[src/heightmap_height_query_core_macros.svh]
// assertion macros for the height query core
`ifndef HEIGHTMAP_HEIGHT_QUERY_CORE_MACROS_SVH
`define HEIGHTMAP_HEIGHT_QUERY_CORE_MACROS_SVH
`ifndef SYNTHESIS
// same-cycle implication
`define HHQ_ASSERT_IMP(name, ante, cons, msg) \
	name: assert property (@(posedge clk) disable iff (!arst_n) (ante) |-> (cons)) \
		else $error(msg);
// next-cycle implication
`define HHQ_ASSERT_NEXT(name, ante, cons, msg) \
	name: assert property (@(posedge clk) disable iff (!arst_n) (ante) |=> (cons)) \
		else $error(msg);
`else
`define HHQ_ASSERT_IMP(name, ante, cons, msg)
`define HHQ_ASSERT_NEXT(name, ante, cons, msg)
`endif
`endif

[src/hhq_pkg.sv]
// shared types, constants and helpers of the height query core
package hhq_pkg;

	// grid size limits
	localparam int MAX_COLUMNS = 64;
	localparam int MAX_ROWS    = 64;
	localparam int MAX_DIM     = (MAX_COLUMNS > MAX_ROWS) ? MAX_COLUMNS : MAX_ROWS;
	localparam int QW          = $clog2(MAX_DIM);

	// field widths
	localparam int DIM_W      = 7;
	localparam int CMP_W      = (QW > DIM_W) ? QW : DIM_W;
	localparam int IDX_W      = 12;
	localparam int STORE_DEPTH = 4096;
	localparam int SAMPLE_W   = 16;
	localparam int POS_W      = 32;
	localparam int DELTA_W    = POS_W + 1;
	localparam int REM_W      = 32;
	localparam int ST_W       = 31;
	localparam int LIM_W      = ST_W + DIM_W;
	localparam int CW         = ST_W + QW;
	localparam int AD_W       = QW + DIM_W + 1;
	localparam int H_W        = 24;

	// interpolation arithmetic
	localparam int WT_W   = ST_W + 1;
	localparam int DIFF_W = SAMPLE_W + 1;
	localparam int PROD_W = WT_W + DIFF_W;
	localparam int QB     = 26;
	localparam int BIAS_SH = QB - 1;
	localparam int Q_BIAS = 1 << (QB - 2);
	localparam int NUM_SH = 9;
	localparam int ND_W   = 57;
	localparam int ND_X_W = ND_W + 1;
	localparam int DV_W   = ST_W + 1;
	localparam int HX_W   = H_W + 3;
	localparam logic signed [HX_W-1:0] HX_MAX = HX_W'((1 << (H_W - 1)) - 1);
	localparam logic signed [HX_W-1:0] HX_MIN = HX_W'(-(1 << (H_W - 1)));

	// queue between front and back
	localparam int FIFO_DEPTH = 4;
	localparam int FIFO_AW    = $clog2(FIFO_DEPTH);

	// configuration port
	localparam int CFG_IDX_W  = 3;
	localparam int CFG_DATA_W = 32;
	localparam logic [CFG_IDX_W-1:0] REG_GRID_COLUMNS = 3'd0;
	localparam logic [CFG_IDX_W-1:0] REG_GRID_ROWS    = 3'd1;
	localparam logic [CFG_IDX_W-1:0] REG_STRIDE       = 3'd2;
	localparam logic [CFG_IDX_W-1:0] REG_START_X      = 3'd3;
	localparam logic [CFG_IDX_W-1:0] REG_START_Y      = 3'd4;

	// operation codes
	localparam logic OP_WRITE = 1'b0;
	localparam logic OP_QUERY = 1'b1;

	// reset values of the derived configuration
	localparam logic [ST_W-1:0] STRIDE_RESET = ST_W'(65536);
	localparam logic [DIM_W-1:0] DIM_RESET   = DIM_W'(2);
	localparam logic [ND_W-1:0] ST_K_RESET   =
		(ND_W'(STRIDE_RESET) << BIAS_SH) + ND_W'(STRIDE_RESET);

	// configuration as seen by the datapath
	typedef struct packed {
		logic [DIM_W-1:0] cols;
		logic [DIM_W-1:0] rows;
		logic [ST_W-1:0]  st;
		logic [LIM_W-1:0] lim_x;
		logic [LIM_W-1:0] lim_y;
		logic [ND_W-1:0]  st_k;
		logic [POS_W-1:0] start_x;
		logic [POS_W-1:0] start_y;
	} cfg_t;

	// classified item handed from front to back
	typedef struct packed {
		logic                op;
		logic [IDX_W-1:0]    idx;
		logic [SAMPLE_W-1:0] sample;
		logic                outside;
		logic [QW-1:0]       c;
		logic [QW-1:0]       r;
		logic [ST_W-1:0]     rx;
		logic [ST_W-1:0]     ry;
	} fq_t;

	// queue status
	typedef struct packed {
		logic full;
		logic empty;
	} fifo_stat_t;

	// saturate a grid dimension to [2, mx]
	function automatic logic [DIM_W-1:0] clamp_dim(logic [DIM_W-1:0] v, int mx);
		logic [DIM_W-1:0] r;
		r = v;
		if (v < DIM_W'(2)) begin
			r = DIM_W'(2);
		end else if (int'(v) > mx) begin
			r = DIM_W'(mx);
		end
		return r;
	endfunction

endpackage

[src/hhq_front.sv]
// front end: offsets, bounds check and pipelined cell division
module hhq_front import hhq_pkg::*; (
	input  logic                       clk,
	input  logic                       arst_n,
	input  cfg_t                       cfg,
	input  logic                       in_valid,
	output logic                       in_ready,
	input  logic                       operation,
	input  logic [IDX_W-1:0]           cell_index,
	input  logic signed [SAMPLE_W-1:0] height_sample,
	input  logic signed [POS_W-1:0]    pos_x,
	input  logic signed [POS_W-1:0]    pos_y,
	output logic                       push,
	output fq_t                        push_item,
	input  logic                       fifo_ready
);

	typedef struct packed {
		logic                op;
		logic [IDX_W-1:0]    idx;
		logic [SAMPLE_W-1:0] sample;
		logic                outside;
		logic [REM_W-1:0]    rem_x;
		logic [REM_W-1:0]    rem_y;
		logic [QW-1:0]       q_x;
		logic [QW-1:0]       q_y;
	} fdiv_t;

	// one restoring step on both axes for quotient bit k
	function automatic fdiv_t div_step(fdiv_t d, logic [ST_W-1:0] st, int k);
		logic [CW-1:0] sh;
		sh = CW'(st) << k;
		if (CW'(d.rem_x) >= sh) begin
			d.rem_x  = d.rem_x - REM_W'(sh);
			d.q_x[k] = 1'b1;
		end
		if (CW'(d.rem_y) >= sh) begin
			d.rem_y  = d.rem_y - REM_W'(sh);
			d.q_y[k] = 1'b1;
		end
		return d;
	endfunction

	logic                       fe;
	logic                       vld_s1;
	logic                       op_s1;
	logic [IDX_W-1:0]           idx_s1;
	logic [SAMPLE_W-1:0]        sample_s1;
	logic signed [DELTA_W-1:0]  dx_s1;
	logic signed [DELTA_W-1:0]  dy_s1;
	logic                       vld_s2;
	fdiv_t                      st_s2;
	fdiv_t                      st_d;
	logic                       div_vld_s3 [QW];
	fdiv_t                      div_s3 [QW];
	fdiv_t                      div_d [QW];
	fdiv_t                      last;
	logic [CMP_W-1:0]           cmax_x;
	logic [CMP_W-1:0]           cmax_y;

	// whole front advances unless its tail cannot move into the queue
	assign fe       = !div_vld_s3[QW-1] || fifo_ready;
	assign in_ready = fe;

	// stage 1: offsets from the grid origin
	always_ff @(posedge clk or negedge arst_n) begin
		if (!arst_n) begin
			vld_s1 <= 1'b0;
		end else if (fe) begin
			vld_s1 <= in_valid;
		end
	end

	always_ff @(posedge clk) begin
		if (fe) begin
			op_s1     <= operation;
			idx_s1    <= cell_index;
			sample_s1 <= height_sample;
			dx_s1     <= DELTA_W'(pos_x) - DELTA_W'($signed(cfg.start_x));
			dy_s1     <= DELTA_W'(pos_y) - DELTA_W'($signed(cfg.start_y));
		end
	end

	// stage 2: bounds check, divider load
	always_comb begin
		st_d         = '0;
		st_d.op      = op_s1;
		st_d.idx     = idx_s1;
		st_d.sample  = sample_s1;
		st_d.outside = dx_s1[DELTA_W-1] || dy_s1[DELTA_W-1]
			|| (dx_s1 > $signed({1'b0, cfg.lim_x}))
			|| (dy_s1 > $signed({1'b0, cfg.lim_y}));
		st_d.rem_x   = dx_s1[REM_W-1:0];
		st_d.rem_y   = dy_s1[REM_W-1:0];
	end

	always_ff @(posedge clk or negedge arst_n) begin
		if (!arst_n) begin
			vld_s2 <= 1'b0;
		end else if (fe) begin
			vld_s2 <= vld_s1;
		end
	end

	always_ff @(posedge clk) begin
		if (fe) begin
			st_s2 <= st_d;
		end
	end

	// divider steps, one quotient bit per stage
	always_comb begin
		div_d[0] = div_step(st_s2, cfg.st, QW - 1);
		for (int j = 1; j < QW; j++) begin
			div_d[j] = div_step(div_s3[j-1], cfg.st, QW - 1 - j);
		end
	end

	always_ff @(posedge clk or negedge arst_n) begin
		if (!arst_n) begin
			for (int j = 0; j < QW; j++) begin
				div_vld_s3[j] <= 1'b0;
			end
		end else if (fe) begin
			div_vld_s3[0] <= vld_s2;
			for (int j = 1; j < QW; j++) begin
				div_vld_s3[j] <= div_vld_s3[j-1];
			end
		end
	end

	always_ff @(posedge clk) begin
		if (fe) begin
			for (int j = 0; j < QW; j++) begin
				div_s3[j] <= div_d[j];
			end
		end
	end

	// tail: clamp to the last cell and hand over to the queue
	assign last   = div_s3[QW-1];
	assign cmax_x = CMP_W'(cfg.cols) - CMP_W'(2);
	assign cmax_y = CMP_W'(cfg.rows) - CMP_W'(2);

	always_comb begin
		push_item         = '0;
		push_item.op      = last.op;
		push_item.idx     = last.idx;
		push_item.sample  = last.sample;
		push_item.outside = last.outside;
		if (CMP_W'(last.q_x) > cmax_x) begin
			push_item.c  = QW'(cmax_x);
			push_item.rx = cfg.st;
		end else begin
			push_item.c  = last.q_x;
			push_item.rx = ST_W'(last.rem_x);
		end
		if (CMP_W'(last.q_y) > cmax_y) begin
			push_item.r  = QW'(cmax_y);
			push_item.ry = cfg.st;
		end else begin
			push_item.r  = last.q_y;
			push_item.ry = ST_W'(last.rem_y);
		end
	end

	assign push = div_vld_s3[QW-1] && fifo_ready;

endmodule

[config.mk]
export PLATFORM = sky130hd
export DESIGN_NAME = hhq_front
export DESIGN_NICKNAME = d
export VERILOG_FILES = /design/src/heightmap_height_query_core_macros.svh /design/src/hhq_pkg.sv /design/src/hhq_front.sv
export SDC_FILE = /design/constraint.sdc
export NUM_CORES = 2
export LEC_CHECK = 0
export ABC_AREA = 1
export BUFFER_PORTS_ARGS = -buffer_cell sky130_fd_sc_hd__buf_2
export CAP_MARGIN = 0
export CORE_MARGIN = 5
export CORE_UTILIZATION = 45
export DETAILED_ROUTE_END_ITERATION = 6
export PLACE_DENSITY = 0.61
export SYNTH_ARGS = -nofsm -noshare
export SYNTH_HDL_FRONTEND = slang
export SYNTH_SLANG_ARGS = --single-unit
[constraint.sdc]
create_clock -name clk -period 19.24 [get_ports clk]
set_input_delay 1.924 -clock clk [delete_from_list [all_inputs] [get_ports clk]]
set_output_delay 1.924 -clock clk [all_outputs]
set_load 0.1 [all_outputs]
### Yosys cells after proc, flatten, opt, wreduce, memory -nomap -nowiden

Memory sizes are Yosys's and may differ from the RTL's.
Index checks and enable logic that the tools add are counted.

| operators by class | value |
|---|---|
| add/sub/neg operators | 16 |
| $mul | 0 |
| divide/modulo/power cells | 0 |
| $lt $le $gt $ge | 16 |
| equality and inequality tests | 0 |
| shift-type cells | 0 |
| multiplexer cells | 30 |
| bitwise operators | 0 |
| reductions and logical operators | 6 |

Operators by type and width:

| cell | number |
|---|---|
| $mux 32 | 12 |
| $sub 32x32->32 | 10 |
| $gt 33x39->1 | 2 |
| $ge 32x36->1 | 2 |
| $ge 32x35->1 | 2 |
| $ge 32x34->1 | 2 |
| $ge 32x33->1 | 2 |
| $sub 32x32->33 | 2 |
| $ge 32x31->1 | 2 |
| $ge 32x32->1 | 2 |
| $sub 32x31->32 | 2 |
| $mux 31 | 2 |
| $gt 6x7->1 | 2 |
| $mux 1 | 14 |
| $sub 7x2->7 const B | 2 |
| $mux 6 | 2 |
| $logic_or 1x1->1 | 4 |
| $logic_and 1x1->1 | 1 |
| $logic_not 1->1 | 1 |

| word-level totals | value |
|---|---|
| register bits | 197 |
| latch bits | 0 |
| memory bits (writable) | 636 |
| memory bits (read-only) | 0 |
| input bits | 339 |
| output and inout port bits | 106 |
| word-level logic and storage cells | 88 |
| memories kept | 1 |

Memories:

| name | depth | width | rd ports | clocked after Yosys merged registers in | wr ports | line | source |
|---|---|---|---|---|---|---|---|
| div_s3 | 6 | 106 | 6 | 0 | 6 | hhq_front.sv:55 | `fdiv_t div_s3 [QW];` |

### Longest topological paths before layout

| logic depth | value |
|---|---|
| depth in word-level cells | 4 |
| depth in mapped cells | 17 |
| mapped depth without buffers | 15 |

### Worst setup path before layout

Ideal clock, no wire load.

| timing | value |
|---|---|
| path kind | input to register |
| from | in fifo_ready |
| to | reg div_vld_s3[2] (netlist name) |
| library setup time | 0.162 ns |
| arrival time | 21.686 ns |
| data required time | 19.078 ns |
| slack | -2.608 ns |
| cell stages on the path | 3 |
| buffers on the path | 0 |
| cells stage by stage | inv_1 -> nand2_1 -> mux2_2 |

| between the ends | value |
|---|---|
| word-level cells in the longest chain between the ends | 1 |

Ends and longest elaborated chain:

| element | line | source |
|---|---|---|
| start: declaration | hhq_front.sv:15 | `input logic fifo_ready` |
| $logic_or 1x1->1 | hhq_front.sv:62 | `assign fe = !div_vld_s3[QW-1] \|\| fifo_ready;` |
| net in_ready | hhq_front.sv:7 | `output logic in_ready,` |
| end signal: indexed assignment | hhq_front.sv:127 | `div_vld_s3[j] <= div_vld_s3[j-1];` |
| end: declaration | hhq_front.sv:54 | `logic div_vld_s3 [QW];` |

The timed path passes the listed nets, and every way through them passes these cells.
A chain may end at the register's enable or synchronous reset.

==> key figures <==
CTS
  • CTS clk-pin slew, worst paths: 0.06 ns
  • CTS buffer count: 91
  • Post-cts hold buffer count: 0
  • CTS Sinks: 801
  • CTS root buf: clkbuf_16
  • Setup repair bufs after CTS: 0
  • H-tree depth: 3
  • Post-CTS Resized: 0
  • Clock buffer depth: 3
  • Worst skew pair latency: ~0.7 ns
  • CTS tree: built

Logic synthesis
  • Synth area leaders: edfxtp_1 38%, nand2_1 19%, ha_1 10%
  • Yosys top cell area share: 0.380
  • Ys Warns: 0
  • Distinct cells, synth: between 40 and 50
  • Synth area leader: edfxtp_1
  • Post-synth net total: 9,580
  • Ys async rst share: 0.00999
  • Syn avg cell area: 7.19 um2
  • Sequential area share after synthesis: 0.383
  • Synth Cell Area: 62,700 um2
  • Synth Register Bits: 801
  • Top FF cell, synth: edfxtp_1
  • Post-synth EDFFs: approximately 790
  • Commonest cells post-synth: 3,109 x nand2_1, 1,592 x inv_1, 793 x edfxtp_1
  • Count leader, synth: nand2_1
  • Cells after synthesis: 8,719

STA
  • Final setup violation count: 0
  • Clk_skew: 0.0323 ns
  • Least-Margin Pin Slew: roughly 1.2 ns
  • Max Slew Vio Count: 0
  • Fmax: roughly 140 MHz
  • Slew headroom: 0.179
  • Period utilisation layout: 0.361
  • Unrepaired setup endpoints after global routing: no
  • Final Hold Fails: 0
  • Tmin final: about 6.9 ns
  • Setup_tns: 0 ns
  • Setup ws final: around 12 ns

Placed design
  • Area after DPL: approximately 67,000 um2
  • Final GP Congestion: 0.952
  • Port bufs: 387
  • Post-DP HPWL: 158,000 um
  • Pre-CTS setup slack: 12.33 ns

Power
  • VDD IR-drop max: between 150 and 200 uV
  • Pwr dens: 170 nW/um2
  • Leakage power: 36.0 nW

Finish
  • Area growth syn-to-layout: 11.2%
  • Fillers: roughly 14,000
  • Share of cells above drive strength 1: 0.0679
  • Final instance area: 69,700 um2
  • Nets@finish: 9,980

Status
  • Status: completed

Routing
  • Post-DR vias/cell: 5.07
  • Drt first-iter violations: 3,977
  • Pre-Repair DR Iteration Count: 7
  • DR vias: approximately 56,000
  • WL/cell: around 18 um
  • DRC Markers: 0
  • ANT nets after route: 0
  • Final WL: around 200,000 um

Run
  • MaxCap Viol Count: 0

GRT
  • Initial antenna violation count: 11
  • First-pass GRT wire length: 305,000 um
  • Number of global-route vias before repair: 55,700
  • GRT overflow: 0
  • Largest net degree at the start of global routing: 80
  • All-Layer GR Usage: 0.268

Setup path
  • Worst setup SP type: primary input
  • Worst reg2reg endpoint: st_s2[45]$_DFFE_PP_
  • Crit. End Element: output pin
  • Worst Path Max Fanout: 73
  • Worst r2r src: div_vld_s3[0]$_DFFE_PN0P_
  • Worst r2r path cells: 5
  • Arrival @ worst endpoint: 5.02 ns
  • Critical path required time: approximately 17 ns
  • CP Class: primary input to output pin
  • Worst R2R Setup Slack: 14.63 ns

Floorplan
  • Starting Density: 0.451
  • I/O pins: 445
  • Core area: 139,000 um2
  • # rows: 137
  • Vert. Die Dim: 383 um
  • Die area: between 100,000 and 150,000 um2
  • Chip width: 383 um

Worst hold path
  • Worst Hold Class: register to register
  • Hold Crit Depth: 0
  • Hold worst-path end: div_s3[4][83]$_DFFE_PP_
  • Hold_sp: div_s3[3][83]$_DFFE_PP_
==> cells by family (layout without fill, tap and decap cells) <==
logic type,Yosys count,count (layout),synth area share
AO/OA/AOI/OAI,760,760,0.0644
XOR/XNOR,202,202,0.0282
adder cells (fa/ha/maj),522,522,0.106
buffers and inverters,1723,2195,0.108
flip-flops,801,801,0.383
multiplexers,6,6,0.00108
other,0,6,0
AND/OR/NAND/NOR,4705,4705,0.310
==> state kept, by name, summed over array words and instances, names as in the netlist <==
| register | cells |
|---|---|
| op_s1 | 1 |
| div_d | 30 |
| vld_s2 | 1 |
| dy_s1 | 33 |
| idx_s1 | 12 |
| div_vld_s3 | 6 |
| dx_s1 | 33 |
| div_s3 | 604 |
| sample_s1 | 16 |
| st_s2 | 64 |
| vld_s1 | 1 |
==> placed cells by master, fill, tap and decap left out, drive strengths merged, types with 48 or more instances in the layout <==
cell type,Yosys,final
a21oi,365,365
buf,95,433
clkbuf,31,106
edfxtp,793,793
ha,508,508
inv,1597,1599
nand2,3115,3115
nand3,597,597
nand4,183,183
nor2,606,606
nor3,97,97
o21ai,309,309
o21bai,48,48
xor2,175,175
==> per-stage QoR <==
step                      hold WS [ns]  cells  total power [mW]  utilization
final                            0.410  11100              11.8        0.502
after global routing             0.421  11100              12.8        0.501
after CTS                        0.413  11100              11.9        0.501
after detailed placement         0.405  10900              10.0        0.479
after global placement           0.400  10900              9.93        0.479
after floorplan                  0.400   8719              8.59            -
==> power breakdown <==
part	internal (mW)	switching (mW)	total (mW)
Sequential	3.04	0.415	3.46
Clock	1.05	0.737	1.78
Combinational	1.87	4.72	6.59
==> critical path, cell delays in order <==
cell and delay (ns):
buf_2 0.11, inv_1 0.05, ha_1 0.30, ha_1 0.33, nand2_1 0.06, o21ai_0 0.14
a21oi_1 0.09, o21ai_0 0.25, nand2_2 0.63, o21ai_0 0.62, buf_2 0.52
==> per-layer routing <==
layer | vias to the layer above | global-route usage | wire, um
li1 | 28800 | - | -
met1 | 25400 | 0.338 | 86300
met2 | 1522 | 0.453 | 91500
met3 | 412 | 0.0327 | 10300
met4 | 4 | 0.141 | 11800
met5 | - | 0 | 34
==> worst max path at each step <==
| stage | startpoint | to | cells past startpoint |
|---|---|---|---|
| 4_1_cts | cfg[229] | push_item[63] | 11 |
| 3_5_place_dp | cfg[229] | push_item[63] | 11 |
| 5_1_grt | cfg[229] | push_item[63] | 11 |
| 2_1_floorplan | fifo_ready | in_ready | 2 |
| 3_3_place_gp | cfg[229] | push_item[63] | 11 |
| 6_report | cfg[229] | push_item[63] | 11 |
==> cell type report <==
class,count,area (um2),share of cell area
Clock inverter,59,744,0.0107
Multi-Input combinational cell,6195,32000,0.459
Timing Repair Buffer,433,2280,0.0327
Antenna cell,6,15.0,0.000215
Sequential cell,801,24000,0.344
Tap cell,1876,2350,0.0337
Inverter,1597,5990,0.0860
Clock buffer,106,2350,0.0338
Power figures use the tool's default switching activity.
