## config.mk

```make
export PLATFORM = sky130hd
export DESIGN_NAME = hhq_fifo
export DESIGN_NICKNAME = d
export VERILOG_FILES = /design/src/heightmap_height_query_core_macros.svh /design/src/hhq_pkg.sv /design/src/hhq_fifo.sv
export SDC_FILE = /design/constraint.sdc
export NUM_CORES = 1
export LEC_CHECK = 0
export BUFFER_PORTS_ARGS = -buffer_cell sky130_fd_sc_hd__buf_2
export CAP_MARGIN = 20
export CORE_MARGIN = 1.5
export CORE_UTILIZATION = 57
export CTS_CLUSTER_SIZE = 14
export DETAILED_ROUTE_END_ITERATION = 10
export PLACE_DENSITY = 0.79
export SYNTH_ARGS = -nofsm -noshare
export SYNTH_HDL_FRONTEND = slang
export SYNTH_SLANG_ARGS = --single-unit
```

## constraint.sdc

```tcl
create_clock -name clk -period 4.3 [get_ports clk]
set_clock_uncertainty 0.1 [all_clocks]
set_input_delay 0.86 -clock clk [delete_from_list [all_inputs] [get_ports clk]]
set_output_delay 0.86 -clock clk [all_outputs]
set_load 0.005 [all_outputs]
```

## src/heightmap_height_query_core_macros.svh

```systemverilog
// assertion macros for the height query core
`ifndef HEIGHTMAP_HEIGHT_QUERY_CORE_MACROS_SVH
`define HEIGHTMAP_HEIGHT_QUERY_CORE_MACROS_SVH
`ifndef SYNTHESIS
// same-cycle implication
`define HHQ_ASSERT_IMP(name, ante, cons, msg) \
	name: assert property (@(posedge clk) disable iff (!arst_n) (ante) |-> (cons)) \
		else $error(msg);
// next-cycle implication
`define HHQ_ASSERT_NEXT(name, ante, cons, msg) \
	name: assert property (@(posedge clk) disable iff (!arst_n) (ante) |=> (cons)) \
		else $error(msg);
`else
`define HHQ_ASSERT_IMP(name, ante, cons, msg)
`define HHQ_ASSERT_NEXT(name, ante, cons, msg)
`endif
`endif

```

## src/hhq_pkg.sv

```systemverilog
// shared types, constants and helpers of the height query core
package hhq_pkg;

	// grid size limits
	localparam int MAX_COLUMNS = 64;
	localparam int MAX_ROWS    = 64;
	localparam int MAX_DIM     = (MAX_COLUMNS > MAX_ROWS) ? MAX_COLUMNS : MAX_ROWS;
	localparam int QW          = $clog2(MAX_DIM);

	// field widths
	localparam int DIM_W      = 7;
	localparam int CMP_W      = (QW > DIM_W) ? QW : DIM_W;
	localparam int IDX_W      = 12;
	localparam int STORE_DEPTH = 4096;
	localparam int SAMPLE_W   = 16;
	localparam int POS_W      = 32;
	localparam int DELTA_W    = POS_W + 1;
	localparam int REM_W      = 32;
	localparam int ST_W       = 31;
	localparam int LIM_W      = ST_W + DIM_W;
	localparam int CW         = ST_W + QW;
	localparam int AD_W       = QW + DIM_W + 1;
	localparam int H_W        = 24;

	// interpolation arithmetic
	localparam int WT_W   = ST_W + 1;
	localparam int DIFF_W = SAMPLE_W + 1;
	localparam int PROD_W = WT_W + DIFF_W;
	localparam int QB     = 26;
	localparam int BIAS_SH = QB - 1;
	localparam int Q_BIAS = 1 << (QB - 2);
	localparam int NUM_SH = 9;
	localparam int ND_W   = 57;
	localparam int ND_X_W = ND_W + 1;
	localparam int DV_W   = ST_W + 1;
	localparam int HX_W   = H_W + 3;
	localparam logic signed [HX_W-1:0] HX_MAX = HX_W'((1 << (H_W - 1)) - 1);
	localparam logic signed [HX_W-1:0] HX_MIN = HX_W'(-(1 << (H_W - 1)));

	// queue between front and back
	localparam int FIFO_DEPTH = 4;
	localparam int FIFO_AW    = $clog2(FIFO_DEPTH);

	// configuration port
	localparam int CFG_IDX_W  = 3;
	localparam int CFG_DATA_W = 32;
	localparam logic [CFG_IDX_W-1:0] REG_GRID_COLUMNS = 3'd0;
	localparam logic [CFG_IDX_W-1:0] REG_GRID_ROWS    = 3'd1;
	localparam logic [CFG_IDX_W-1:0] REG_STRIDE       = 3'd2;
	localparam logic [CFG_IDX_W-1:0] REG_START_X      = 3'd3;
	localparam logic [CFG_IDX_W-1:0] REG_START_Y      = 3'd4;

	// operation codes
	localparam logic OP_WRITE = 1'b0;
	localparam logic OP_QUERY = 1'b1;

	// reset values of the derived configuration
	localparam logic [ST_W-1:0] STRIDE_RESET = ST_W'(65536);
	localparam logic [DIM_W-1:0] DIM_RESET   = DIM_W'(2);
	localparam logic [ND_W-1:0] ST_K_RESET   =
		(ND_W'(STRIDE_RESET) << BIAS_SH) + ND_W'(STRIDE_RESET);

	// configuration as seen by the datapath
	typedef struct packed {
		logic [DIM_W-1:0] cols;
		logic [DIM_W-1:0] rows;
		logic [ST_W-1:0]  st;
		logic [LIM_W-1:0] lim_x;
		logic [LIM_W-1:0] lim_y;
		logic [ND_W-1:0]  st_k;
		logic [POS_W-1:0] start_x;
		logic [POS_W-1:0] start_y;
	} cfg_t;

	// classified item handed from front to back
	typedef struct packed {
		logic                op;
		logic [IDX_W-1:0]    idx;
		logic [SAMPLE_W-1:0] sample;
		logic                outside;
		logic [QW-1:0]       c;
		logic [QW-1:0]       r;
		logic [ST_W-1:0]     rx;
		logic [ST_W-1:0]     ry;
	} fq_t;

	// queue status
	typedef struct packed {
		logic full;
		logic empty;
	} fifo_stat_t;

	// saturate a grid dimension to [2, mx]
	function automatic logic [DIM_W-1:0] clamp_dim(logic [DIM_W-1:0] v, int mx);
		logic [DIM_W-1:0] r;
		r = v;
		if (v < DIM_W'(2)) begin
			r = DIM_W'(2);
		end else if (int'(v) > mx) begin
			r = DIM_W'(mx);
		end
		return r;
	endfunction

endpackage

```

## src/hhq_fifo.sv

```systemverilog
// short queue between front and back
module hhq_fifo import hhq_pkg::*; (
	input  logic       clk,
	input  logic       arst_n,
	input  logic       push,
	input  fq_t        push_item,
	input  logic       pop,
	output fq_t        head,
	output fifo_stat_t stat
);

	fq_t                mem_q [FIFO_DEPTH];
	logic [FIFO_AW-1:0] wr_ptr_q;
	logic [FIFO_AW-1:0] rd_ptr_q;
	logic [FIFO_AW:0]   cnt_q;

	// pointers and fill count
	always_ff @(posedge clk or negedge arst_n) begin
		if (!arst_n) begin
			wr_ptr_q <= '0;
			rd_ptr_q <= '0;
			cnt_q    <= '0;
		end else begin
			if (push) begin
				wr_ptr_q <= wr_ptr_q + FIFO_AW'(1);
			end
			if (pop) begin
				rd_ptr_q <= rd_ptr_q + FIFO_AW'(1);
			end
			if (push && !pop) begin
				cnt_q <= cnt_q + (FIFO_AW+1)'(1);
			end else if (pop && !push) begin
				cnt_q <= cnt_q - (FIFO_AW+1)'(1);
			end
		end
	end

	// storage
	always_ff @(posedge clk) begin
		if (push) begin
			mem_q[wr_ptr_q] <= push_item;
		end
	end

	assign head       = mem_q[rd_ptr_q];
	assign stat.full  = (cnt_q == (FIFO_AW+1)'(FIFO_DEPTH));
	assign stat.empty = (cnt_q == '0);

endmodule

```

Word-level counts from Yosys, hierarchy flattened
Memories as Yosys holds them, arrays and structs flattened.
Index checks and enable logic that the tools add are counted.
{ "op_classes": {"add_sub_neg": 4, "n_eq_ne": 1, "muxes": 4, "n_reduce_logical": 6} }
{ "ops": {"columns": ["op", "n"], "rows": [
  ["2-to-1 mux 3 bit", 2],
  ["adder 2 x 1 -> 2 bit (second input constant)", 2],
  ["adder 3 x 1 -> 3 bit (second input constant)", 1],
  ["== test 3 bit (second input constant)", 1],
  ["logical NOT 3 bit", 1],
  ["subtractor 3 x 1 -> 3 bit (second input constant)", 1],
  ["logical AND 1 bit", 2],
  ["logical NOT 1 bit", 2],
  ["2-to-1 mux 1 bit", 2],
  ["nonzero test 2 bit", 1]
]} }
{ "totals": {"register_bits": 7, "ramBits": 416, "inputBits": 108, "output_inout_bits": 106, "word_cells": 19, "mem_count": 1} }
{ "mem_list": {"columns": ["name", "words", "word_bits", "rd", "rd_ports_with_merged_regs", "write_ports", "line_no", "source"], "rows": [
  ["mem_q", 4, 104, 1, 0, 1, "hhq_fifo.sv:12", "fq_t mem_q [FIFO_DEPTH];"]
]} }

Depth between registers and ports, before layout
Gate-level depths: netlist of the first run.
{ "depth": {"depth_word": 4, "mapped_depth": 7, "depth_no_buf": 7} }

Worst setup path after synthesis of the first run
OpenSTA, ideal clock, no wires.
{ "synth_path": {"path_type": "input to register", "start": "input port push", "end": "memory mem_q[1][0] in the netlist's numbering (enable)", "arrival_ps": 3258, "required_ps": 3726, "slack_ps": 468, "cell_stages": 1, "n_path_buf": 0, "cell_sequence": "and2_1"} }
{ "synth_between": {"elab_chain_cells": 2} }
{ "synth_lines": {"columns": ["item", "line_no", "source"], "rows": [
  ["start: declaration", "hhq_fifo.sv:5", "input logic push,"],
  ["2-to-1 mux 1 bit", "hhq_fifo.sv:40", "if (push) begin"],
  ["2-to-1 mux 1 bit (not written as such)", "hhq_fifo.sv:41", "mem_q[wr_ptr_q] <= push_item;"],
  ["end: declaration", "hhq_fifo.sv:12", null]
]} }
Every way passes these cells.

==> flow_metrics.env, run 1 <==
export IMPL_rows=59
export IMPL_cts_sinks=423
export IMPL_remaining_drc_errors=0
export IMPL_via_count=6870
export IMPL_ys_types=20
export IMPL_hold_buffers=0
export IMPL_synth_net_count=692
export IMPL_finalSetupViolCount=0
export IMPL_fin_area_mm2=0.01825
export IMPL_rr_worst_depth=4
export IMPL_gp_congestion=0.7092
export IMPL_post_dp_cell_area_mm2=0.01687
export IMPL_setup_tns_ps=0
export IMPL_cap_violations=0
export IMPL_period_share_pct=79.21
export IMPL_antenna_found_initial=3
export IMPL_post_cts_buffers=0
export IMPL_place_hpwl_um=16490
export IMPL_fmax_mhz=293.6
export IMPL_cts_tree="built"
export IMPL_powerDensity_mw_per_mm2=681.1
export IMPL_crit_path_max_fanout=46
export IMPL_slew_headroom_pct=39.60
export IMPL_port_buffers=213
export IMPL_p_leak_nw=6.269
export IMPL_dp_cells=1113
export IMPL_postSynthCellCount=578
export IMPL_cts_resized=0
export IMPL_die_w_um=167.3
export IMPL_h_tree_depth=2
export IMPL_syn_to_final_growth_pct=18.60
export IMPL_crit_type="reg -> out"
export IMPL_ir_drop_mv=0.4203
export IMPL_hp_class="in -> async"
export IMPL_vias_per_cell=5.768
export IMPL_tightest_slew_ps=905.9
export IMPL_r2r_start="wr_ptr_q[0]"
export IMPL_fin_crit_ps=3406
export IMPL_r2r_end="mem_q[2][5]"
export IMPL_stdcell_count=1191
export IMPL_netlist_top_cells_area="edfxtp_1 81%, mux4_2 15%, dfrtp_1 1.1%"
export IMPL_path_clk_slew_ps=60
export IMPL_synth_top_cell_by_area="edfxtp_1"
export IMPL_finalNetCount=936
export IMPL_finalWirelength_um=27710
export IMPL_clockRootBuffer="clkbuf_16"
export IMPL_overflow=0
export IMPL_drt_iter0_markers=512
export IMPL_postSynthAreaPerCell_um2=26.62
export IMPL_hold_violations=0
export IMPL_numCtsBuffers=42
export IMPL_arrival_ps=2450
export IMPL_critPathTopFamily="buffers and inverters"
export IMPL_crit_start="rd_ptr_q[0]"
export IMPL_cp_buffers_inverters=2
export IMPL_yosysWarningCount=0
export IMPL_clock_latency_ps=510
export IMPL_io_pins=214
export IMPL_cp_slowest_cell="buf_4"
export IMPL_initial_core_util_pct=58.56
export IMPL_cpPeakStageDelay_ps=670
export IMPL_wl_per_cell_um=23.26
export IMPL_grt_pass1_wl_um=42720
export IMPL_worstSetupEndpointType="primary output"
export IMPL_grt_pass1_vias=7528
export IMPL_rsz0062_at_grt="no"
export IMPL_drive_gt1_share_pct=46.13
export IMPL_start_kind="flip-flop"
export IMPL_coreArea_mm2=0.02628
export IMPL_synth_top_area_share_pct=81.18
export IMPL_yosysSeqAreaShare_pct=82.32
export IMPL_slew_viol_final=0
export IMPL_grtUsageTotal_pct=20.34
export IMPL_dieArea_mm2=0.02799
export IMPL_syn_area_mm2=0.01539
export IMPL_status="finished clean"
export IMPL_clockBufferDepth=3
export IMPL_dieHeight_um=167.3
export IMPL_path_cells="buf_4 -> mux4_2 -> buf_2"
export IMPL_drt_pass1_iterations=4
export IMPL_synth_seq_cells=423
export IMPL_r2r_slack_ps=2010
export IMPL_required_ps=3340
export IMPL_grt_max_degree=68
export IMPL_postRouteAntennaNets=0
cells in the final DEF (no fill, tap or decap):
cell       netlist  final
xnor2_1          2      2
nand2_1          2      2
clkinv_1         0      7
buf_12           1      5
o21ai_0          1      1
dfrtp_4          0      2
fa_1             1      1
diode_2          0      4
dfrtp_1          7      5
mux4_2         104    104
nor2_1           1      1
buf_2           13    213
inv_1            4      4
xor2_1           4      4
buf_4            1      6
nor3_1           1      1
clkinv_2         0      7
clkbuf_16        0     43
edfxtp_1       416    416
and2_4           0      4
mux2_2           1      1
bufinv_16        0      6
ha_1             5      5
clkbuf_1         4      9
inv_6            0      2
nor3b_1          1      1
Yosys cell counts:
| cell | number |
|---|---|
| buf_6 | 5 |
| buf_2 | 13 |
| xnor2_1 | 2 |
| and2_1 | 4 |
| nor3_1 | 1 |
| mux4_2 | 104 |
| xor2_1 | 4 |
| inv_1 | 4 |
| dfrtp_1 | 7 |
| o21ai_0 | 1 |
| nor2_1 | 1 |
| nor3b_1 | 1 |
| clkbuf_1 | 4 |
| buf_12 | 1 |
| mux2_2 | 1 |
| ha_1 | 5 |
| nand2_1 | 2 |
| fa_1 | 1 |
| buf_4 | 1 |
| edfxtp_1 | 416 |
cell families after synthesis:
| family | share of synthesized area (%) |
|---|---|
| adders and majority gates | 0.5366 |
| xor gates and xnor gates | 0.3415 |
| and+or+nand+nor | 0.3171 |
| buffers and inverters | 1.163 |
| muxes | 15.29 |
| AOI/OAI and AO/OA | 0.03249 |
| DFF | 82.32 |
state kept, by name (all words and copies together), names as in the netlist:
register,cells
wr_ptr_q,2
cnt_q,3
rd_ptr_q,2
mem_q,416
worst max-delay path by stage:
stage | to | slack (ps) | depth (start not counted)
floorplan | mem_q[1][0] | 470 | 1
global placement | head[85] | 1410 | 3
detailed placement | head[39] | 1380 | 3
CTS | head[88] | 810 | 3
global route | head[88] | 710 | 3
finish | head[39] | 890 | 3
routing by layer:
| layer | global-route usage, % | up-vias | routed length [µm] |
|---|---|---|---|
| met5 | 0 | - | 0 |
| met4 | 6.345 | 0 | 631 |
| met3 | 4.963 | 48 | 1985 |
| met2 | 34.02 | 271 | 13940 |
| met1 | 26.85 | 3561 | 11150 |
| li1 | - | 2990 | - |
through the flow:
step           utilization, %  setup WS [ps]  hold WS (ps)  total power [mW]
2_1_floorplan               -          467.6         356.3             7.756
3_3_place_gp            64.20           1407         372.1             8.856
3_5_place_dp            64.20           1375         385.0             8.995
4_1_cts                 69.41          809.9         54.93             12.61
5_1_grt                 69.43          708.4         60.97             13.00
6_report                69.45          893.8         67.21             12.43
power breakdown:
group | internal [mW] | leakage (nW) | switching [mW]
clock | 2.19 | 0.673 | 1.41
sequential | 5.40 | 3.90 | 0.217
combinational | 1.59 | 1.70 | 1.62
total | 9.18 | 6.27 | 3.25
cell type report:
class / count / area, µm²
multi-input combinational: 127 / 2552
tap: 335 / 419.2
timing repair buffer: 224 / 1211
sequential: 423 / 12670
inverter: 4 / 15.01
antenna: 4 / 10.01
clock inverter: 22 / 259.0
clock buffer: 52 / 1110
fill: 1586 / 8029
No activity file was read; power rests on OpenSTA's default activity.
==> run 2: changes to the inputs <==
==> constraint.sdc (replaced) <==
create_clock -name clk -period 3.19 [get_ports clk]
set_clock_uncertainty 0.1 [all_clocks]
set_input_delay 0.638 -clock clk [delete_from_list [all_inputs] [get_ports clk]]
set_output_delay 0.638 -clock clk [all_outputs]
set_load 0.005 [all_outputs]
==> flow_metrics.env, run 2 (synthesis gave the netlist of run 1 again) <==
export IMPL_power_mw=16.64
export IMPL_powerDensity_mw_per_mm2=908.6
export IMPL_gp_congestion=0.7345
export IMPL_fin_area_mm2=0.01832
export IMPL_fillers=1522
export IMPL_finalCoreUtilization_pct=69.70
export IMPL_arrival_ps=2250
export IMPL_via_count=6912
export IMPL_cpPeakStageDelay_ps=610
export IMPL_drt_pass1_iterations=5
export IMPL_finalNetCount=943
export IMPL_largest_reg_flops=416
export IMPL_numCtsBuffers=42
export IMPL_grt_max_degree=73
export IMPL_post_dp_cell_area_mm2=0.01699
export IMPL_dieHeight_um=167.3
export IMPL_drt_iter0_markers=661
export IMPL_io_pins=214
export IMPL_rows=59
export IMPL_postRouteAntennaNets=0
export IMPL_clockBufferDepth=3
export IMPL_clockRootBuffer="clkbuf_16"
export IMPL_coreArea_mm2=0.02628
export IMPL_die_w_um=167.3
export IMPL_regMostFlops="mem_q"
export IMPL_cts_sinks=423
export IMPL_finalWirelength_um=28150
export IMPL_grtUsageTotal_pct=20.79
export IMPL_cts_tree="built"
export IMPL_remaining_drc_errors=0
export IMPL_overflow=0
export IMPL_r2r_slack_ps=1130
export IMPL_port_buffers=213
export IMPL_slew_viol_final=0
export IMPL_path_cells="buf_12 -> mux4_2 -> buf_2"
export IMPL_grt_pass1_wl_um=43770
export IMPL_fin_crit_ps=2990
export IMPL_ir_drop_mv=0.6000
export IMPL_antenna_found_initial=6
export IMPL_dieArea_mm2=0.02799
export IMPL_grt_pass1_vias=7578
export IMPL_whs_ps=229.8
export IMPL_final_common_cell="edfxtp_1"
export IMPL_required_ps=2450
export IMPL_reg_largest_list="mem_q (416), cnt_q (3)"
export IMPL_clock_latency_ps=520
export IMPL_final_cell_mix="416 x edfxtp_1, 213 x buf_2, 104 x mux4_2"
export IMPL_cp_slowest_cell="mux4_2"
export IMPL_hp_class="in -> reg"
export IMPL_h_tree_depth=2
export IMPL_tightest_slew_ps=685.0
export IMPL_status="finished clean"
export IMPL_finalSetupViolCount=0
export IMPL_slew_headroom_pct=54.33
export IMPL_syn_to_final_growth_pct=19.03
export IMPL_worstSetupEndpointType="primary output"
export IMPL_vias_per_cell=5.770
export IMPL_start_kind="flip-flop"
export IMPL_fmax_mhz=334.4
export IMPL_crit_type="reg -> out"
export IMPL_place_hpwl_um=17170
export IMPL_cts_resized=0
export IMPL_hold_violations=0
export IMPL_critPathTopFamily="multiplexers"
export IMPL_path_clk_slew_ps=60
export IMPL_initial_core_util_pct=58.56
export IMPL_p_leak_nw=6.297
export IMPL_cap_violations=0
export IMPL_drive_gt1_share_pct=45.99
export IMPL_crit_path_max_fanout=72
export IMPL_wl_per_cell_um=23.50
export IMPL_cp_buffers_inverters=2
export IMPL_setup_tns_ps=0
export IMPL_rsz0062_at_grt="no"
export IMPL_period_share_pct=93.75
run 2: changes by cell type in the layout (fill, tap and decap cells not counted), sizes merged:
| cell | change |
|---|---|
| buf | +6 |
| clkinv | +5 |
| bufinv | -4 |
| clkbuf | +3 |
| diode | -2 |
| inv | -2 |
| dlygate4sd3 | +1 |
run 2: worst paths after layout:
path	startpoint	endpoint	cells past startpoint
max in group asynchronous	arst_n	rd_ptr_q[0]	2
hold reg to reg	wr_ptr_q[0]	wr_ptr_q[0]	1
setup reg to reg	wr_ptr_q[0]	mem_q[2][35]	4
hold / removal	push_item[24]	mem_q[0][24]	1
setup / recovery	rd_ptr_q[0]	head[46]	3
min in group asynchronous	arst_n	rd_ptr_q[1]	2
run 2: cell type report:
| cell class | instances | area, µm² | share of cell area, % |
|---|---|---|---|
| sequential | 423 | 12670 | 69.20 |
| timing repair buffer | 231 | 1341 | 7.323 |
| clock inverter | 21 | 145.1 | 0.7924 |
| inverter | 4 | 15.01 | 0.08197 |
| clock buffer | 55 | 1164 | 6.353 |
| multi-input combinational | 127 | 2552 | 13.94 |
| tap | 335 | 419.2 | 2.288 |
| antenna | 2 | 5.005 | 0.02732 |
run 2: power by group:
| group | switching, mW | internal, mW |
|---|---|---|
| Sequential | 0.326 | 7.27 |
| Combinational | 2.20 | 2.24 |
| Clock | 1.89 | 2.72 |
| Total | 4.41 | 12.2 |
run 2: metal layers:
metal	GRT usage [%]	routed length, µm	vias to the layer above
met5	0	46	-
met4	4.935	492	8
met3	6.192	2334	47
met2	35.02	14300	260
met1	27.07	10980	3592
li1	-	-	3005
run 2: timing repair:
action | 4_1_cts | 5_1_grt
hold endpoints to repair | 7 | 0
hold buffers | 1 | 0
setup endpoints to repair | 0 | 0
buffers inserted | 0 | 0
run 2: metrics by stage:
stage | worst slack, ps | cells
CTS | 133.3 | 1196
detailed placement | 706.4 | 1119
finish | 199.5 | 1198
global route | 71.31 | 1196
global placement | 723.7 | 1119
floorplan | 713.6 | 578
==> run 3: changes to the inputs <==
--- a/config.mk
+++ b/config.mk
@@ -11,6 +11,7 @@
 export CORE_UTILIZATION = 57
 export CTS_CLUSTER_SIZE = 14
 export DETAILED_ROUTE_END_ITERATION = 10
+export GPL_TIMING_DRIVEN = 0
 export PLACE_DENSITY = 0.79
 export SYNTH_ARGS = -nofsm -noshare
 export SYNTH_HDL_FRONTEND = slang
==> flow_metrics.env, run 3 (synthesis gave the netlist of run 1 again) <==
export IMPL_status="finished clean"
export IMPL_cts_tree="built"
export IMPL_switching_share_pct=26.93
export IMPL_dieArea_mm2=0.02799
export IMPL_p_sw_mw=4.455
export IMPL_gp_congestion=0.7608
export IMPL_post_cts_buffers=0
export IMPL_remaining_drc_errors=0
export IMPL_die_w_um=167.3
export IMPL_p_int_mw=12.09
export IMPL_slew_headroom_pct=56.72
export IMPL_drt_pass1_iterations=5
export IMPL_postRouteAntennaNets=0
export IMPL_slew_viol_final=0
export IMPL_drive_gt1_share_pct=46.46
export IMPL_drt_iter0_markers=759
export IMPL_grt_pass1_wl_um=43430
export IMPL_met3_usage_pct=5.531
export IMPL_grt_pass1_vias=7548
export IMPL_fin_crit_ps=2934
export IMPL_finalNetCount=957
export IMPL_via_count=6930
export IMPL_crit_type="reg -> out"
export IMPL_clockRootBuffer="clkbuf_16"
export IMPL_hold_path_startpoint="pop"
export IMPL_fmax_mhz=340.8
export IMPL_finalCoreUtilization_pct=69.64
export IMPL_grt_max_degree=39
export IMPL_dieHeight_um=167.3
export IMPL_h_tree_depth=2
export IMPL_required_ps=2450
export IMPL_vias_per_cell=5.718
export IMPL_io_pins=214
export IMPL_place_hpwl_um=17920
export IMPL_hp_class="in -> reg"
export IMPL_syn_to_final_growth_pct=18.94
export IMPL_overflow=0
export IMPL_finalWirelength_um=27720
export IMPL_powerDensity_mw_per_mm2=903.9
export IMPL_rr_worst_depth=4
export IMPL_whs_endpoint="rd_ptr_q[0]"
export IMPL_final_common_cell="edfxtp_1"
export IMPL_start_kind="flip-flop"
export IMPL_clockBufferDepth=3
export IMPL_regMostFlops="mem_q"
export IMPL_hold_violations=0
export IMPL_crit_path_max_fanout=10
export IMPL_arrival_ps=2200
export IMPL_worstSetupEndpointType="primary output"
export IMPL_grtUsageTotal_pct=20.55
export IMPL_rsz0062_at_grt="no"
export IMPL_met2_usage_pct=33.79
export IMPL_initial_core_util_pct=58.56
export IMPL_whs_path_depth=2
export IMPL_cap_violations=0
export IMPL_power_share_clock_pct=26.8
export IMPL_finalSetupViolCount=0
export IMPL_port_buffers=213
export IMPL_wl_per_cell_um=22.87
export IMPL_grt_use_met1_pct=28.15
export IMPL_grt_busiest_layer="met2"
export IMPL_largest_reg_flops=416
export IMPL_r2r_start="wr_ptr_q[1]"
export IMPL_ir_drop_mv=0.7159
export IMPL_antenna_found_initial=3
export IMPL_numCtsBuffers=41
export IMPL_p_leak_nw=6.318
export IMPL_tightest_slew_ps=649.2
export IMPL_cts_sinks=423
export IMPL_clock_latency_ps=520
export IMPL_power_mw=16.54
export IMPL_final_cell_mix="416 x edfxtp_1, 226 x buf_2, 104 x mux4_2"
export IMPL_post_place_ws_ps=767.5
export IMPL_path_clk_slew_ps=60
export IMPL_rows=59
export IMPL_period_share_pct=91.98
export IMPL_r2r_end="mem_q[1][19]"
export IMPL_seqPwrFrac_pct=45.3
export IMPL_reg_largest_list="mem_q (416), cnt_q (3)"
export IMPL_fillers=1589
export IMPL_r2r_slack_ps=1250
export IMPL_worst_slack_ps=255.8
export IMPL_coreArea_mm2=0.02628
export IMPL_power_frac_comb_pct=27.9
[run 3: changes by cell type in the layout (fill, tap and decap cells not counted), sizes merged]
cell / previous run / this run
buf: 230 / 241
bufinv: 2 / 1
clkbuf: 55 / 54
clkinv: 19 / 24
diode: 2 / 1
inv: 4 / 5
[run 3: power by group through the flow]
stage | combinational [mW] | clock [mW] | sequential, mW
CTS | 4.74 | 4.53 | 7.51
finish | 4.61 | 4.43 | 7.50
global route | 5.00 | 4.74 | 7.58
detailed placement | 4.70 | 0 | 7.62
global placement | 4.47 | 0 | 7.63
floorplan | 2.83 | 0 | 7.56
[run 3: per-stage QoR]
step                TNS (ps)  std cells  cell area, µm²  hold WS (ps)
finish                     0       1212           18300         226.3
global route               0       1211           18300         213.8
CTS                        0       1211           18300         205.3
detailed placement         0       1134           17040         378.8
global placement     -109630       1126           16880         371.9
floorplan                  0        578           15390         242.4
[run 3: routing by layer]
| layer | vias up | wire length (µm) | share of wire [%] |
|---|---|---|---|
| met4 | 6 | 409 | 1.5 |
| met5 | - | 37 | 0.13 |
| li1 | 3024 | - | - |
| met3 | 40 | 2325 | 8.4 |
| met2 | 266 | 13790 | 50 |
| met1 | 3594 | 11160 | 40 |
[run 3: layout make-up]
class                      instances  area [µm²]  share of cell area (%)
antenna                            1       2.502                 0.01367
buffer                            24       163.9                  0.8955
clock buffer                      50        1102                   6.023
clock inverter                    26       143.9                  0.7862
inverter                           4       15.01                 0.08203
multi-input combinational        127        2552                   13.95
sequential                       423       12670                   69.21
tap                              335       419.2                   2.290
timing repair buffer             222        1236                   6.754
[run 3: worst max path at each step]
stage                            from      endpoint  slack (ps)  cells after the start
final                     rd_ptr_q[1]      head[83]         260                      5
after global routing      rd_ptr_q[1]      head[80]         140                      5
after CTS                 rd_ptr_q[1]      head[80]         190                      5
after detailed placement  rd_ptr_q[1]      head[83]         770                      5
after global placement           push  mem_q[2][72]        -270                      2
after floorplan                  push   mem_q[0][0]         710                      1
[run 3: repair_timing]
item                       in CTS  in global routing
setup endpoints to repair       0                  0
hold endpoints to repair        7                  0
hold buffers                    1                  0
resized for setup               0                  0
[run 3: critical path, cell delays in order (launching register included)]
cell     delay (ps)
dfrtp_1         320
buf_2           200
buf_2           290
buf_2           340
mux4_2          360
buf_2           160
